`config.mk`:
```
export PLATFORM = sky130hd
export DESIGN_NAME = wbf_divider
export DESIGN_NICKNAME = d
export VERILOG_FILES = /design/src/wbf_divider.sv
export SDC_FILE = /design/constraint.sdc
export NUM_CORES = 1
export LEC_CHECK = 0
export ABC_AREA = 1
export BUFFER_PORTS_ARGS = -buffer_cell sky130_fd_sc_hd__buf_2
export CAP_MARGIN = 25
export CORE_ASPECT_RATIO = 1.2
export CORE_MARGIN = 2
export CORE_UTILIZATION = 45
export CTS_CLUSTER_DIAMETER = 30
export DETAILED_ROUTE_END_ITERATION = 6
export HOLD_SLACK_MARGIN = 0.12
export MAX_ROUTING_LAYER = met4
export PLACE_DENSITY = 0.65
export SLEW_MARGIN = 20
export SYNTH_ARGS = -nofsm -noshare
export SYNTH_HDL_FRONTEND = slang
export SYNTH_SLANG_ARGS = --single-unit
```
`constraint.sdc`:
```
create_clock -name clock -period 4.9 [get_ports clock]
set_input_delay 0.735 -clock clock [delete_from_list [all_inputs] [get_ports clock]]
set_output_delay 0.735 -clock clock [all_outputs]
set_load 0.01 [all_outputs]
```
`src/wbf_divider.sv`:
```
// ----------------------------------------------------------------------------
// Wavetable buffer fill divider
// Restoring divider that retires one quotient bit per cycle.
// ----------------------------------------------------------------------------
`default_nettype none

module wbf_divider #(
   parameter int NUM_W = 26,
   parameter int DEN_W = 11
) (
   input  wire logic             clock,
   input  wire logic             reset,
   input  wire logic             start,
   input  wire logic [NUM_W-1:0] numer,
   input  wire logic [DEN_W-1:0] denom,
   output logic                  done,
   output logic [NUM_W-1:0]      quotient
);

   localparam int CNT_W = $clog2(NUM_W);

   logic             busy_ff, busy_in;
   logic             done_ff, done_in;
   logic [CNT_W-1:0] cnt_ff, cnt_in;
   logic [DEN_W-1:0] rem_ff, rem_in;
   logic [DEN_W-1:0] den_ff, den_in;
   logic [NUM_W-1:0] quo_ff, quo_in;
   logic [DEN_W:0]   trial;
   logic             fits;

   assign trial = {rem_ff, quo_ff[NUM_W-1]};
   assign fits  = trial >= {1'b0, den_ff};

   always_comb begin
      busy_in = busy_ff;
      done_in = 1'b0;
      cnt_in  = cnt_ff;
      rem_in  = rem_ff;
      den_in  = den_ff;
      quo_in  = quo_ff;
      if (start) begin
         busy_in = 1'b1;
         cnt_in  = '0;
         rem_in  = '0;
         den_in  = denom;
         quo_in  = numer;
      end else if (busy_ff) begin
         rem_in = fits ? DEN_W'(trial - {1'b0, den_ff}) : trial[DEN_W-1:0];
         quo_in = {quo_ff[NUM_W-2:0], fits};
         cnt_in = cnt_ff + CNT_W'(1);
         if (cnt_ff == CNT_W'(NUM_W - 1)) begin
            busy_in = 1'b0;
            done_in = 1'b1;
         end
      end
   end

   always_ff @(posedge clock) begin
      if (reset) begin
         busy_ff <= 1'b0;
         done_ff <= 1'b0;
         cnt_ff  <= '0;
      end else begin
         busy_ff <= busy_in;
         done_ff <= done_in;
         cnt_ff  <= cnt_in;
      end
      rem_ff <= rem_in;
      den_ff <= den_in;
      quo_ff <= quo_in;
   end

   assign done     = done_ff;
   assign quotient = quo_ff;

   a_div_done_idle: assert property (@(posedge clock) disable iff (reset)
      done_ff |-> !busy_ff) else $error("divider done while busy");

   a_div_rem_below: assert property (@(posedge clock) disable iff (reset)
      (busy_ff && den_ff != '0) |-> rem_ff < den_ff)
      else $error("divider remainder not below divisor");

   a_div_start_idle: assert property (@(posedge clock) disable iff (reset)
      start |-> !busy_ff) else $error("divider started while busy");

endmodule

`default_nettype wire

```
## Word-level counts from Yosys, hierarchy flattened

Index checks and enable logic that the tools add are counted.

- Magnitude comparators: 1
- Mux-type cells: 7
- Eq/ne operators: 1
- Add/sub/neg operators: 2
- Bitwise logic cells: 1
- Reduce and logical (&&, ||, !) cells: 3

Operators by type and width:

| operator | number |
|---|---|
| two-way mux 26 bit | 2 |
| >= comparator 12 x 11 -> 1 bit | 1 |
| two-way mux 11 bit | 1 |
| subtractor 11 bit | 1 |
| adder 5 x 1 -> 5 bit, second input constant | 1 |
| equality test 5 bit, second input constant | 1 |
| two-way mux 1 bit | 4 |
| OR reduction 3 bit | 1 |
| nonzero test 2 bit | 1 |
| OR reduction 2 bit | 1 |
| inverter 1 bit | 1 |

- Output and inout bits: 27
- Word-level logic and storage cells: 21
- Bits of input ports: 40
- Register bits after elaboration: 55

## Depth between registers and ports, before layout

Gate-level depths: netlist of run 1.

- Word-level depth: 4
- Mapped depth: 12
- Gate-level depth less buffers: 12

## Worst setup path before layout of run 1

No wires, ideal clock.

- Kind: input -> register
- From: input port start
- To: register quo_ff[0] (netlist: quotient[0]), enable pin
- Path slack: 2,888 ps
- Required time: 4,519 ps
- Cell stages on the path: 3
- Setup time: 381 ps
- Data arrival time: 1,630 ps
- Path buffers: 1
- Cell sequence: clkbuf_1 -> nor2_1 -> inv_1

- Longest elaborated chain between the ends: 1

RTL lines:

| what | line | text |
|---|---|---|
| start: declaration | 13 | `input wire logic start,` |
| nonzero test 2 bit (no line) | -- |  |
| end signal: assignment | 70 | `quo_ff <= quo_in;` |
| end: declaration | 27 | `logic [NUM_W-1:0] quo_ff, quo_in;` |

Every way passes these cells.
A chain may end at the register's enable or synchronous reset.

## Worst setup path in the final report of run 1

- From: input port start
- To: register cnt_ff[4]

- Longest elaborated chain between the ends: 1

RTL lines:

| what | line | text |
|---|---|---|
| OR reduction 2 bit (no line) | -- |  |
| end signal: assignment | 66 | `cnt_ff <= cnt_in;` |
| end: declaration | 24 | `logic [CNT_W-1:0] cnt_ff, cnt_in;` |

Every way passes these cells.

==> summary by stage, run 1 <==
GRT
The final global-route overflow total is 0. The number of global-route vias before repair was 2415. The global-route wire length before repair is 10.6 mm.

The number of antenna violations at the first check in global routing is 0. Entering global routing, the biggest net connects 42 pins. The global-route total usage across every layer is 0.182.

Routing
The post-detailed-route via-to-cell ratio is between 4 and 5. The detailed-route DRC error count is 0. The final route contains 2556 vias. For this block, the routed nets add up to between 6 and 7 mm of wire. In this run, the number of DRC markers left after iteration 0 of detailed routing was 174. The average detailed-routed wire length per instance is 11.9 um. The pre-antenna-repair detailed-routing pass consisted of 4 iterations.

In this run the remaining antenna-violating nets after routing total 0.

Timing
Dividing the final minimum period by the clock period gives 0.534. For the final routed database, the setup TNS stands at 0 ps. The maximum clock rate is 382 MHz. On the final layout, the worst clock skew is 2.69 ps. The number of hold-slack violations in the final timing report is 0. The worst-margin pin slew is slightly below 800 ps. The worst-case hold slack is approximately 480 ps. Setup violations remaining at the end of the flow were counted as 0. The max-slew violation count is 0.

Setup repair after global routing left no endpoint under its margin. After layout, the minimum clock period comes to about 2600 ps. The relative slew slack is 0.472.

Critical path
The required arrival time at the worst endpoint is 5100 ps. The largest delay contributor family on the critical path is buffers and inverters. Traced cell by cell, the critical path runs through buf_2 -> clkinv_1 -> nand2_1 -> a21oi_1 -> o21a_1. STA classifies the critical path startpoint as an input port.

The cell with the biggest individual delay on the critical path is sky130_fd_sc_hd__clkinv_1. For this run, the slowest stage of the critical path takes 840 ps. The maximum fanout encountered on the critical timing path is just over 40. The worst setup path category is in -> reg. The count of buffering cells on the critical path with inverters included is 2. The endpoint arrival time on the critical path is approximately 2800 ps. STA classifies the critical path endpoint as a flip-flop.

Clocking
For the worst-skew pair, the clock arrives at the later sink with an insertion delay of around 300 ps. The buffers inserted during post-CTS setup optimization is 0. The cell chosen for the clock root is sky130_fd_sc_hd__clkbuf_8. Once the clock tree was built, the resizer swapped 0 gates to a different size. The count of H-tree levels built during CTS is 2. The number of clock buffers added by TritonCTS is 5. Buffers inserted to repair hold after CTS numbered 0. CTS saw 55 sinks. The post-CTS clock slew at the launch and capture registers of the worst setup and hold paths is 90 ps. The clock passes through at most 2 buffers.

The CTS tree is yes.

Synth
Of the total synthesized cell area, the portion taken by full adders, half adders and majority gates is 0.0598. The synthesized-area fraction occupied by ao, oa, aoi and oai cells is 0.0205. Measured against the total synthesized area, the mux share comes to 0. The net count of the mapped netlist is 428.

The number of different library cells used by synthesis comes to 35. Of the total synthesized cell area, the portion taken by AND, OR, NAND and NOR gates is 0.338. The share of the Yosys chip area taken by registers is 0.482.

The synthesized area per cell is 8.16 um^2. The synthesized netlist occupies a cell area of roughly 3100 um^2. Of the total synthesized cell area, the portion taken by XOR and XNOR cells is 0.00861.

Yosys printed 0 warnings. The synthesized netlist cell count is roughly 370. By area, the combinational part of the netlist is dominated by simple AND/OR/NAND/NOR gates. After synthesis the netlist holds a flip-flop and latch count of 55.

Placement
The area of placed instances is between 3000 and 4000 um^2. Summed over all nets, the half-perimeter wirelength after detailed placement is 4.64 mm. The cell count after placement is 513.

Port buffering added 66 buffers. Routability-driven placement finished with a final weighted congestion of ~0.86.

Floorplan
The core area is ~6500 um^2. The width of the die is around 80 um. The floorplan die area is approximately 7500 um^2. After floorplanning, the core was divided into 32 placement rows. 67 I/O pins were placed. The starting density of the core is 0.471.

The floorplan die height is 94.2 um.

Outcome
The run finished with clean final reports.

Job
The tool flagged a number of max-cap violations equal to 0.

Finish
Excluding fillers, the count of instances in the completed layout stands at roughly 520. The most common cell after layout, fill and taps aside is sky130_fd_sc_hd__nand2_1. The layout has 641 filler cells.

Of the cells placed in the final design, the portion with a size suffix greater than 1 is 0.229. The antenna cell count is 0. The net count of the finished layout is 490. From synthesis to final layout, the design area changed by 16.0%.

The top cell types in the final layout, fill and taps aside, are 144 x sky130_fd_sc_hd__nand2_1, 66 x sky130_fd_sc_hd__buf_2, 51 x sky130_fd_sc_hd__inv_1, 37 x sky130_fd_sc_hd__edfxtp_1, 25 x sky130_fd_sc_hd__nand3_1. After routing the design area is 3540 um^2.

Power
Across the VDD grid, the largest voltage drop is approximately 0.00018 V. The design draws 0.971 mW. The power density relative to cell area is roughly 270 nW/um^2. The leakage power figure is around 1.8 nW.

Min path
The worst hold path belongs to the class reg -> reg.
-- kinds of logic (layout without fill, tap and decap cells) --
family | after synthesis | in the layout
AND/OR/NAND/NOR | 226 | 226
buffers and inverters | 66 | 129
flip-flops | 55 | 55
adder cells (fa/ha/maj) | 14 | 14
AO/OA/AOI/OAI | 10 | 10
XOR/XNOR | 3 | 3
-- final cells by class --
class	instances	area (um^2)	share of cell area
well taps	85	106	0.0300
flip-flops and latches	55	1470	0.415
inverters	54	203	0.0572
repair buffers	67	358	0.101
multi-input cells	253	1300	0.368
clock buffers	8	100	0.0283
-- final timing paths --
kind,start,endpoint,slack (ps),cells after the start
setup / recovery,start,cnt_ff[4],2280,5
hold / removal,rem_ff[6],rem_ff[6],480,2
setup reg to reg,quotient[25],rem_ff[5],2670,11
hold reg to reg,rem_ff[6],rem_ff[6],480,2
-- sequential cells by signal, indices dropped and copies added, names as in the netlist --
name,count
busy_ff,1
rem_ff,11
quotient,26
done,1
den_ff,11
cnt_ff,5
-- cells in the mapped netlist --
cell | instances | share of area
sky130_fd_sc_hd__a211oi_1 | 1 | 0.0025
sky130_fd_sc_hd__a21oi_1 | 5 | 0.0082
sky130_fd_sc_hd__a21oi_2 | 1 | 0.0029
sky130_fd_sc_hd__a31oi_1 | 1 | 0.0021
sky130_fd_sc_hd__and2_4 | 1 | 0.0029
sky130_fd_sc_hd__buf_1 | 1 | 0.0012
sky130_fd_sc_hd__buf_12 | 1 | 0.0066
sky130_fd_sc_hd__buf_2 | 2 | 0.0033
sky130_fd_sc_hd__buf_4 | 1 | 0.0025
sky130_fd_sc_hd__buf_6 | 1 | 0.0037
sky130_fd_sc_hd__clkbuf_1 | 6 | 0.0074
sky130_fd_sc_hd__clkinv_1 | 1 | 0.0012
sky130_fd_sc_hd__dfxtp_1 | 18 | 0.12
sky130_fd_sc_hd__edfxtp_1 | 37 | 0.36
sky130_fd_sc_hd__fa_1 | 1 | 0.0066
sky130_fd_sc_hd__ha_1 | 13 | 0.053
sky130_fd_sc_hd__inv_1 | 51 | 0.063
sky130_fd_sc_hd__inv_2 | 2 | 0.0025
sky130_fd_sc_hd__nand2_1 | 144 | 0.18
sky130_fd_sc_hd__nand2_2 | 12 | 0.025
sky130_fd_sc_hd__nand3_1 | 25 | 0.041
sky130_fd_sc_hd__nand3_2 | 6 | 0.020
sky130_fd_sc_hd__nand4_1 | 15 | 0.031
sky130_fd_sc_hd__nand4_4 | 1 | 0.0070
sky130_fd_sc_hd__nor2_1 | 13 | 0.016
sky130_fd_sc_hd__nor2_2 | 2 | 0.0041
sky130_fd_sc_hd__nor2_4 | 1 | 0.0037
sky130_fd_sc_hd__nor3_1 | 3 | 0.0049
sky130_fd_sc_hd__nor3b_1 | 1 | 0.0025
sky130_fd_sc_hd__nor4_1 | 1 | 0.0021
sky130_fd_sc_hd__o211ai_1 | 1 | 0.0025
sky130_fd_sc_hd__o21a_1 | 1 | 0.0025
sky130_fd_sc_hd__or2_1 | 1 | 0.0021
sky130_fd_sc_hd__xnor2_1 | 2 | 0.0057
sky130_fd_sc_hd__xor2_1 | 1 | 0.0029
-- through the flow --
stage               utilization  setup WS, ps
finish                    0.546          2280
detailed placement        0.526          1920
floorplan                     -          2890
global placement          0.526          1970
CTS                       0.542          2250
global route              0.546          2000
-- worst reg2reg max path, stage by stage (launching register included) --
cell and delay, ps:
sky130_fd_sc_hd__edfxtp_1 370, sky130_fd_sc_hd__inv_1 60, sky130_fd_sc_hd__ha_1 220, sky130_fd_sc_hd__fa_1 420, sky130_fd_sc_hd__inv_1 100, sky130_fd_sc_hd__nand3_1 90
sky130_fd_sc_hd__nand3_2 130, sky130_fd_sc_hd__nand2_2 200, sky130_fd_sc_hd__nand4_4 260, sky130_fd_sc_hd__nand3_1 130, sky130_fd_sc_hd__nand3_1 90, sky130_fd_sc_hd__nand2_1 60
-- per-layer routing --
metal | up-vias | global-route usage | wire length, um
li1 | 1322 | - | -
met1 | 1158 | 0.243 | 2900
met2 | 70 | 0.294 | 2960
met3 | 6 | 0.0231 | 255
met4 | 0 | 0.0517 | 74
met5 | - | - | 0
-- where the power goes --
group	switching, mW	total (mW)	internal [mW]	leakage, nW
registers	0.0180	0.552	0.534	0.521
clock network	0.137	0.267	0.129	0.0515
logic	0.0929	0.153	0.0601	1.23
total	0.248	0.971	0.723	1.81
Power figures use the tool's default switching activity.
==> run 2, diff against run 1 <==
Clock period 4.9 ns to 2.58 ns, I/O delays scaled along.
==> run 2 against run 1 <==
  * Die area stayed put
  * Sequential cell count stayed put
  * Combinational power is 90% higher
  * Register-to-register slack lost 2200 ps
  * Critical endpoint is now quotient[0]
  * Utilization shrank 0.25 points
  * Global-route usage up 0.85 points
  * Final area decreased by 0.46%
  * Clock-buffer cell count down 1
  * Critical path depth up 5
  * Routed wire length rose by 1.7%
==> summary by stage, run 2 (synthesis results as in run 1) <==
Outcome
The flow ran to the end, and the final reports show no timing, DRC or antenna violations.

Clocking
TritonCTS built the clock tree. The post-CTS resize count is 0 (unchanged). The cell chosen for the clock root is sky130_fd_sc_hd__clkbuf_8. The count of H-tree levels built during CTS is 2 (unchanged). The number of buffers on the longest clock path is 2 (unchanged). The CTS buffer count is 5 (unchanged). The number of clock sinks is 55 (unchanged). The count of hold-fix buffers inserted at cts is 0 (unchanged). The insertion delay of the later-clocked pin in the worst-skew pair is 290 ps (about the same).

The post-CTS clock slew at the launch and capture registers of the worst setup and hold paths came to 90 ps (about the same). The buffers inserted during post-CTS setup optimization is 0 (unchanged).

Finish
The fraction of layout instances using a drive strength above 1 is 0.232 (+0.00299). The library cells used most frequently in the layout, excluding fill and tap cells, are 144 x sky130_fd_sc_hd__nand2_1, 66 x sky130_fd_sc_hd__buf_2, 51 x sky130_fd_sc_hd__inv_1, 37 x sky130_fd_sc_hd__edfxtp_1, 25 x sky130_fd_sc_hd__nand3_1. The antenna cell count is 0 (unchanged). Compared with the post-synthesis result, the final layout area differs by 15.5%.

The total of fill cells in the finished design came to 654 (+2.0%). Leaving out fill and tap cells, the most frequent cell in the layout is sky130_fd_sc_hd__nand2_1. The layout net count came to 493 (+0.61%). The number of flip-flops in the largest register is 26 (unchanged).

Routing
The amount of wire on met3 after detailed routing is 281 um (+10%). The average detailed-routed wire length per instance is 12.0 um (+1.2%). The number of detailed-routing iterations run before antenna repair is 6 (+2). The DRC marker count from the first detailed-route iteration is 121 (-30%). The post-detailed-route via-to-cell ratio is 4.82 (-1.7%). The wire length after detailed routing was 6.30 mm (+1.7%). The number of antenna-violating nets in the routed design was 0 (unchanged). The total number of vias is 2528 (-1.1%). The met2 routed wirelength was 3.02 mm (+1.8%).

The highest metal layer carrying signal wires in the routed design is met4. The detailed-route DRC error count is 0 (unchanged). The met1 wire length came to 2.95 mm (+1.7%).

Critical path
The worst setup path is launched from a flip-flop. The worst setup path is of the reg -> reg kind. The required arrival time at the worst endpoint is 2640 ps (-2460 ps). The element type at the critical path end is a flip-flop.

The critical path goes through inv_1 -> ha_1 -> fa_1 -> inv_1 -> nand3_1 -> nand3_2 -> nand2_2 -> nand4_4 -> nand2_1 -> nand2_1. The largest delay contributor family on the critical path is simple AND/OR/NAND/NOR gates. The endpoint arrival time on the critical path is 2180 ps (-640 ps).

The count of buffering cells on the critical path with inverters included is 2 (unchanged). The register-to-register setup slack is 460 ps (-2210 ps). The number of cells on the worst reg-to-reg path is 10 (-1). The cell with the biggest individual delay on the critical path is sky130_fd_sc_hd__edfxtp_1.

The worst register-to-register path begins at quotient[25]. The maximum fanout encountered on the critical timing path is 12 (-71%). In this run the critical register-to-register path is captured at quotient[0].

The maximum cell stage delay along the critical path is 390 ps (-450 ps).

Timing
The smallest clock period supported by the final layout is computed as 2120 ps. The accumulated negative setup slack is 0 ps (unchanged). The number of failing setup endpoints in the final timing report is 0 (unchanged). The relative slew slack is 0.513 (+0.0408). The max-slew violation count is 0 (unchanged). Setup repair after global routing left no endpoint under its margin.

The clock skew after layout is 4.00 ps (+1.31 ps). The portion of the clock cycle consumed by the worst path in the final layout is 0.823. The worst-margin pin slew is 728 ps (-61.0 ps).

The worst setup margin came to 457 ps (-1830 ps). The number of hold-slack violations in the final timing report is 0 (unchanged). The maximum clock rate is 471 MHz.

Placement
The number of I/O port buffers is 66 (unchanged). The worst slack at placement is 470 ps (-1450 ps). The global placer's final weighted congestion was 0.883 (+2.5%).

The post-detailed-placement half-perimeter wirelength came to 4.78 mm (+2.9%).

GRT
The final global-route overflow total was 0 (unchanged). The global-route total usage across every layer is 0.191 (+0.00853). The global-route wire length before repair is 10.9 mm (+3.4%). The maximum number of pins on one net before global-route repair is 32 (-24%). The number of global-route vias before repair came to 2422 (+0.29%). The number of antenna violations at the first check in global routing came to 0 (unchanged).

Floorplan
The width of the die is 79.2 um (unchanged). The starting density of the core is 0.471 (unchanged). The core area is 6490 um^2 (unchanged). The number of rows in the core area came to 32 (unchanged). The floorplan die area is 7460 um^2 (unchanged).

The number of top-level pins is 67 (unchanged). The floorplan die height is 94.2 um (unchanged).

Power
The maximum vdd drop is 0.000377 V (+110%). The power density relative to cell area was 506 nW/um^2 (+84%). The leakage power figure is 1.80 nW (-0.18%).

Min path
The path with the worst hold slack has its endpoint at den_ff[6]. In this run the most critical hold path is launched from denom[6]. In this run the worst hold path is classified as in -> reg. The count of cells along the worst hold path is 1 (-1).

Job
The number of violations of the max-capacitance limit was 0 (unchanged).
run 2: per-layer routing:
layer | global-route usage | up-vias
met3 | 0.0337 | 4
met2 | 0.306 | 57
met5 | - | -
met4 | 0.0388 | 0
li1 | - | 1323
met1 | 0.256 | 1144
run 2: worst reg2reg max path: cells and delay by family, from the launching register on:
family / cells / cell delay, ps
buf+inv: 2 / 150
simple gates: 6 / 930
fa+ha+maj: 2 / 410
flops: 1 / 390
run 2: area by class of cell:
| type | count | area [um^2] | share of cell area |
|---|---|---|---|
| Timing Repair Buffer | 70 | 360 | 0.102 |
| Inverter | 54 | 203 | 0.0575 |
| Sequential cell | 55 | 1470 | 0.417 |
| Clock buffer | 7 | 76.3 | 0.0216 |
| Tap cell | 85 | 106 | 0.0302 |
| Clock inverter | 1 | 5.00 | 0.00142 |
| Multi-Input combinational cell | 253 | 1300 | 0.370 |
run 2: worst max path at each step:
stage	start	end	slack, ps	cells after the start
after floorplan	quotient[25]	rem_ff[6]	720	12
after global placement	quotient[25]	quotient[0]	550	10
after detailed placement	quotient[25]	quotient[0]	470	10
after CTS	quotient[25]	quotient[0]	440	10
after global routing	quotient[25]	quotient[0]	290	10
final	quotient[25]	quotient[0]	460	10
run 2: where the power goes:
part           leakage (nW)  internal, mW  total, mW  switching (mW)
Sequential            0.521          1.01       1.05          0.0319
Combinational          1.24         0.113      0.291           0.178
Clock                0.0422         0.191      0.446           0.255
Total                  1.80          1.32       1.78           0.465
run 2: per-stage QoR:
stage                     area, um^2  total power [mW]  hold WS, ps  std cells  utilization
final                           3530              1.78          259        525        0.544
after global routing            3530              1.89          234        525        0.544
after CTS                       3530              1.81          248        525        0.544
after detailed placement        3440              1.36          473        517        0.531
after global placement          3440              1.36          457        517        0.531
after floorplan                 3050              1.24          439        374            -
==> run 3, diff against run 2 <==
Settings changed: ABC_AREA 1 to 0, PLACE_DENSITY 0.65 to 0.68.
Clock period 2.58 ns to 1.87 ns, I/O delays scaled along.
==> run 3 against run 2 <==
  * Clock-buffer cell count decreased by 2
  * Critical path type unchanged
  * Final cell count fell by 20%
  * Fmax down 2.6%
  * The flow now finishes with violations (setup timing)
  * Highest routed layer unchanged
  * Final area is 5.9% higher
==> summary by stage, run 3 <==
Synth
The largest area contributor in the synthesized netlist is sky130_fd_sc_hd__edfxtp_1. After synthesis, the cell types taking the most area are sky130_fd_sc_hd__edfxtp_1 39%, sky130_fd_sc_hd__dfxtp_1 13%, sky130_fd_sc_hd__mux2_2 10%, sky130_fd_sc_hd__ha_1 5.8%, sky130_fd_sc_hd__nor2_1 2.5%. The count of warnings emitted by yosys is 0 (unchanged).

The synthesized netlist cell count came to 234 (-37%). The synthesized area per cell came to 12.0 um^2 (+47%). The commonest cells after synthesis are 37 x sky130_fd_sc_hd__edfxtp_1, 26 x sky130_fd_sc_hd__mux2_2, 19 x sky130_fd_sc_hd__nor2_1. The number of synthesized flops with an enable pin was 37 (unchanged).

The post-synthesis instance area is 2820 um^2 (-7.7%). The net count of the mapped netlist is 288 (-33%). The count of cell types in the netlist is 45 (+29%). The flop and latch count out of synthesis is 55 (unchanged). Among all flip-flop cells after synthesis, the most frequent one is sky130_fd_sc_hd__edfxtp_1. The share of the yosys chip area belonging to registers is 0.522 (+0.0405).

The portion of synthesized cell area occupied by the leading cell type is 0.394 (+0.0306). Among all cell types in the netlist, the one instantiated most often is sky130_fd_sc_hd__edfxtp_1. The share of async-settable or async-resettable flops after synthesis is 0 (unchanged).

Finish
The number of flip-flops in the largest register is 26 (unchanged). The layout net count is 392 (-20%). The library cells used most frequently in the layout, excluding fill and tap cells, are 66 x sky130_fd_sc_hd__buf_2, 39 x sky130_fd_sc_hd__buf_4, 37 x sky130_fd_sc_hd__edfxtp_1, 25 x sky130_fd_sc_hd__mux2_2, 19 x sky130_fd_sc_hd__nor2_1. The footprint of the flip-flops and latches came to 1470 um^2 (unchanged).

The count of non-filler cells in the finished layout is 421 (-20%). The layout overhead on the synthesized area is 32.6%. The area of combinational cells with multiple inputs was 1330 um^2 (+1.6%). The total of fill cells in the finished design came to 523 (-20%). The fraction of layout instances using a drive strength above 1 is 0.472 (+0.240).

The cell area after layout came to 3730 um^2 (+5.9%). The antenna cell count came to 0 (unchanged). Leaving out fill and tap cells, the most frequent cell in the layout is sky130_fd_sc_hd__buf_2.

Clocking
The count of H-tree levels built during CTS is 2 (unchanged). The number of buffers on the longest clock path is 2 (unchanged). The insertion delay of the later-clocked pin in the worst-skew pair is 310 ps (+20 ps). The CTS tree is yes. The number of clock sinks was 55 (unchanged). The cell chosen for the clock root is sky130_fd_sc_hd__clkbuf_8. The post-CTS clock slew at the launch and capture registers of the worst setup and hold paths was 100 ps (about the same). The CTS buffer count is 5 (unchanged).

Routing
The number of antenna-violating nets in the routed design is 0 (unchanged). The detailed-route DRC error count came to 0 (unchanged). The wire length after detailed routing was 6.00 mm (-4.8%). The post-detailed-route via-to-cell ratio is 5.14 (+6.6%). The number of detailed-routing iterations run before antenna repair was 4 (-2).

The total number of vias was 2162 (-14%). The DRC marker count from the first detailed-route iteration came to 86 (-29%). The average detailed-routed wire length per instance is 14.3 um (+19%).

Critical path
The critical path launch point is quotient[25]. The endpoint arrival time on the critical path is 2250 ps (+70 ps). The endpoint of the most critical register-to-register path is quotient[0].

The cell with the biggest individual delay on the critical path is sky130_fd_sc_hd__edfxtp_1. The signal on the critical path passes through inv_1 -> ha_2 -> fa_2 -> nor2b_2 -> o31a_1 -> o21ai_4 -> o21ai_4 -> buf_12 -> mux2_4. The startpoint of the worst-slack reg-to-reg timing path is quotient[25]. The worst setup path is captured at a flip-flop. The register-to-register setup slack came to -310 ps (-770 ps). The maximum cell stage delay along the critical path is 390 ps (about the same).

The count of buffering cells on the critical path with inverters included is 2 (unchanged). The maximum fanout encountered on the critical timing path came to 14 (+2). The kind of cell with the highest combined delay along the critical path is compound AO/OA/AOI/OAI gates. The startpoint kind of the worst setup timing path is a flip-flop.

The required arrival time at the worst endpoint is 1940 ps (-700 ps). By instance count, the cell type seen most on the critical path is sky130_fd_sc_hd__o21ai_4. The number of cells on the worst reg-to-reg path is 9 (-1). The worst setup path category is reg -> reg.

Min path
The count of cells along the worst hold path came to 1 (unchanged). The path with the worst hold slack has its endpoint at den_ff[8]. The min-delay analysis places its worst path in the category in -> reg. The worst hold path startpoint is denom[8].

Placement
The number of I/O port buffers is 66 (unchanged). The post-detailed-placement half-perimeter wirelength came to 4.38 mm (-8.3%). The global placer's final weighted congestion is 0.885 (+0.14%). The cell count after placement is 410 (-21%). The worst slack at placement is -359 ps (-830 ps). The area of placed instances is 3530 um^2 (+2.4%).

GRT
The number of global-route vias before repair was 2146 (-11%). The global-route total usage across every layer was 0.179 (-0.0122). The maximum number of pins on one net before global-route repair is 30 (-6.3%).

The final global-route overflow total came to 0 (unchanged). The number of antenna violations at the first check in global routing is 0 (unchanged). The global-route wire length before repair is 9.66 mm (-12%).

Timing
The number of failing setup endpoints in the final timing report was 12 (+12). The worst-margin pin slew is 342 ps (-386 ps). The accumulated negative setup slack is -3050 ps (-3050 ps). The number of hold-slack violations in the final timing report is 0 (unchanged). The relative slew slack is 0.770 (+0.257). The max-slew violation count came to 0 (unchanged). The maximum clock rate came to 459 MHz (-2.6%).

The worst setup margin was -309 ps (-766 ps). The portion of the clock cycle consumed by the worst path in the final layout is 1.17 (+0.343). Setup repair after global routing could not meet its margin everywhere. The clock skew after layout is 3.89 ps (-0.106 ps). The clock period minus worst slack is 2180 ps (+56.4 ps).

Floorplan
The floorplan die area is 6910 um^2 (-7.4%). The number of top-level pins is 67 (unchanged). The starting density of the core was 0.465 (-0.00521). The width of the die is 76.2 um (-3.8%).

The number of rows in the core area is 31 (-3.1%). The floorplan die height came to 90.7 um (-3.8%). The core area is 6050 um^2 (-6.7%).

Power
The internal power consumption is 2.30 mW (+74%). The leakage power figure came to 1.60 nW (-11%). The proportion of total power due to net switching came to 0.279 (+0.0179). The part of the total power dissipated in combinational logic came to 0.289 (+0.126).

The switching power is 0.889 mW (+91%). The sequential cell fraction of total power is 0.466 (-0.120). The maximum vdd drop came to 0.000578 V (+53%). The power density relative to cell area is 854 nW/um^2 (+69%). The clock share of power is 0.244 (-0.006).

Outcome
The flow ran to the end, but the final reports show violations. The final reports fail on setup timing.

Job
The number of violations of the max-capacitance limit is 0 (unchanged).
## run 3: area by class of cell
| class | count | share of cell area |
|---|---|---|
| sequential | 55 | 0.394 |
| tap | 82 | 0.0275 |
| clock buffer | 5 | 0.0184 |
| multi-input combinational | 152 | 0.355 |
| clock inverter | 3 | 0.0104 |
| timing repair buffer | 107 | 0.178 |
| inverter | 17 | 0.0171 |
## run 3: worst register-to-register path: stages, from the launching register on
cell and delay [ps]:
sky130_fd_sc_hd__edfxtp_1 390, sky130_fd_sc_hd__inv_1 70, sky130_fd_sc_hd__ha_2 180, sky130_fd_sc_hd__fa_2 220
sky130_fd_sc_hd__nor2b_2 50, sky130_fd_sc_hd__o31a_1 290, sky130_fd_sc_hd__o21ai_4 230, sky130_fd_sc_hd__o21ai_4 100
sky130_fd_sc_hd__buf_12 150, sky130_fd_sc_hd__mux2_4 260
## run 3: cells by family after synthesis
kind of cell | count (synthesis) | synth area share
AOI/OAI and AO/OA | 43 | 0.115
muxes | 31 | 0.122
and+or+nand+nor | 55 | 0.105
adders and majority gates | 14 | 0.0649
buffers and inverters | 27 | 0.0426
DFF | 55 | 0.522
xor gates and xnor gates | 9 | 0.0280
## run 3: stage by stage
stage | power (mW) | util | hold WS, ps
floorplan | 2.02 | - | 353
global placement | 2.35 | 0.583 | 452
detailed placement | 2.37 | 0.583 | 459
CTS | 3.16 | 0.605 | 126
global route | 3.35 | 0.617 | 124
finish | 3.19 | 0.617 | 139
## run 3: layer usage
metal	up-vias	GRT usage	part of all wire
met4	0	0.0530	0.020
met2	50	0.302	0.52
met1	1023	0.219	0.43
met5	-	-	0
met3	11	0.0330	0.035
li1	1078	-	-
## run 3: power groups by stage
stage                     clock (mW)  sequential, mW  combinational (mW)
final                          0.778            1.49               0.922
after global routing           0.851            1.50                1.00
after CTS                      0.797            1.49               0.877
after detailed placement           0            1.51               0.860
after global placement             0            1.51               0.840
after floorplan                    0            1.53               0.482
## run 3: repair_timing
action	in CTS	in global routing
pin swaps	1	1
resized for setup	4	8
hold buffers	0	0
setup endpoints to repair	12	12
setup buffers	1	2
## run 3: how the worst max path moves through the flow
stage                       end  slack [ps]  cells after the start
global placement    quotient[0]        -270                      9
floorplan           quotient[0]        -400                      9
detailed placement    rem_ff[9]        -360                      9
global route         rem_ff[10]        -440                      9
finish              quotient[0]        -310                      9
CTS                   rem_ff[9]        -300                     10
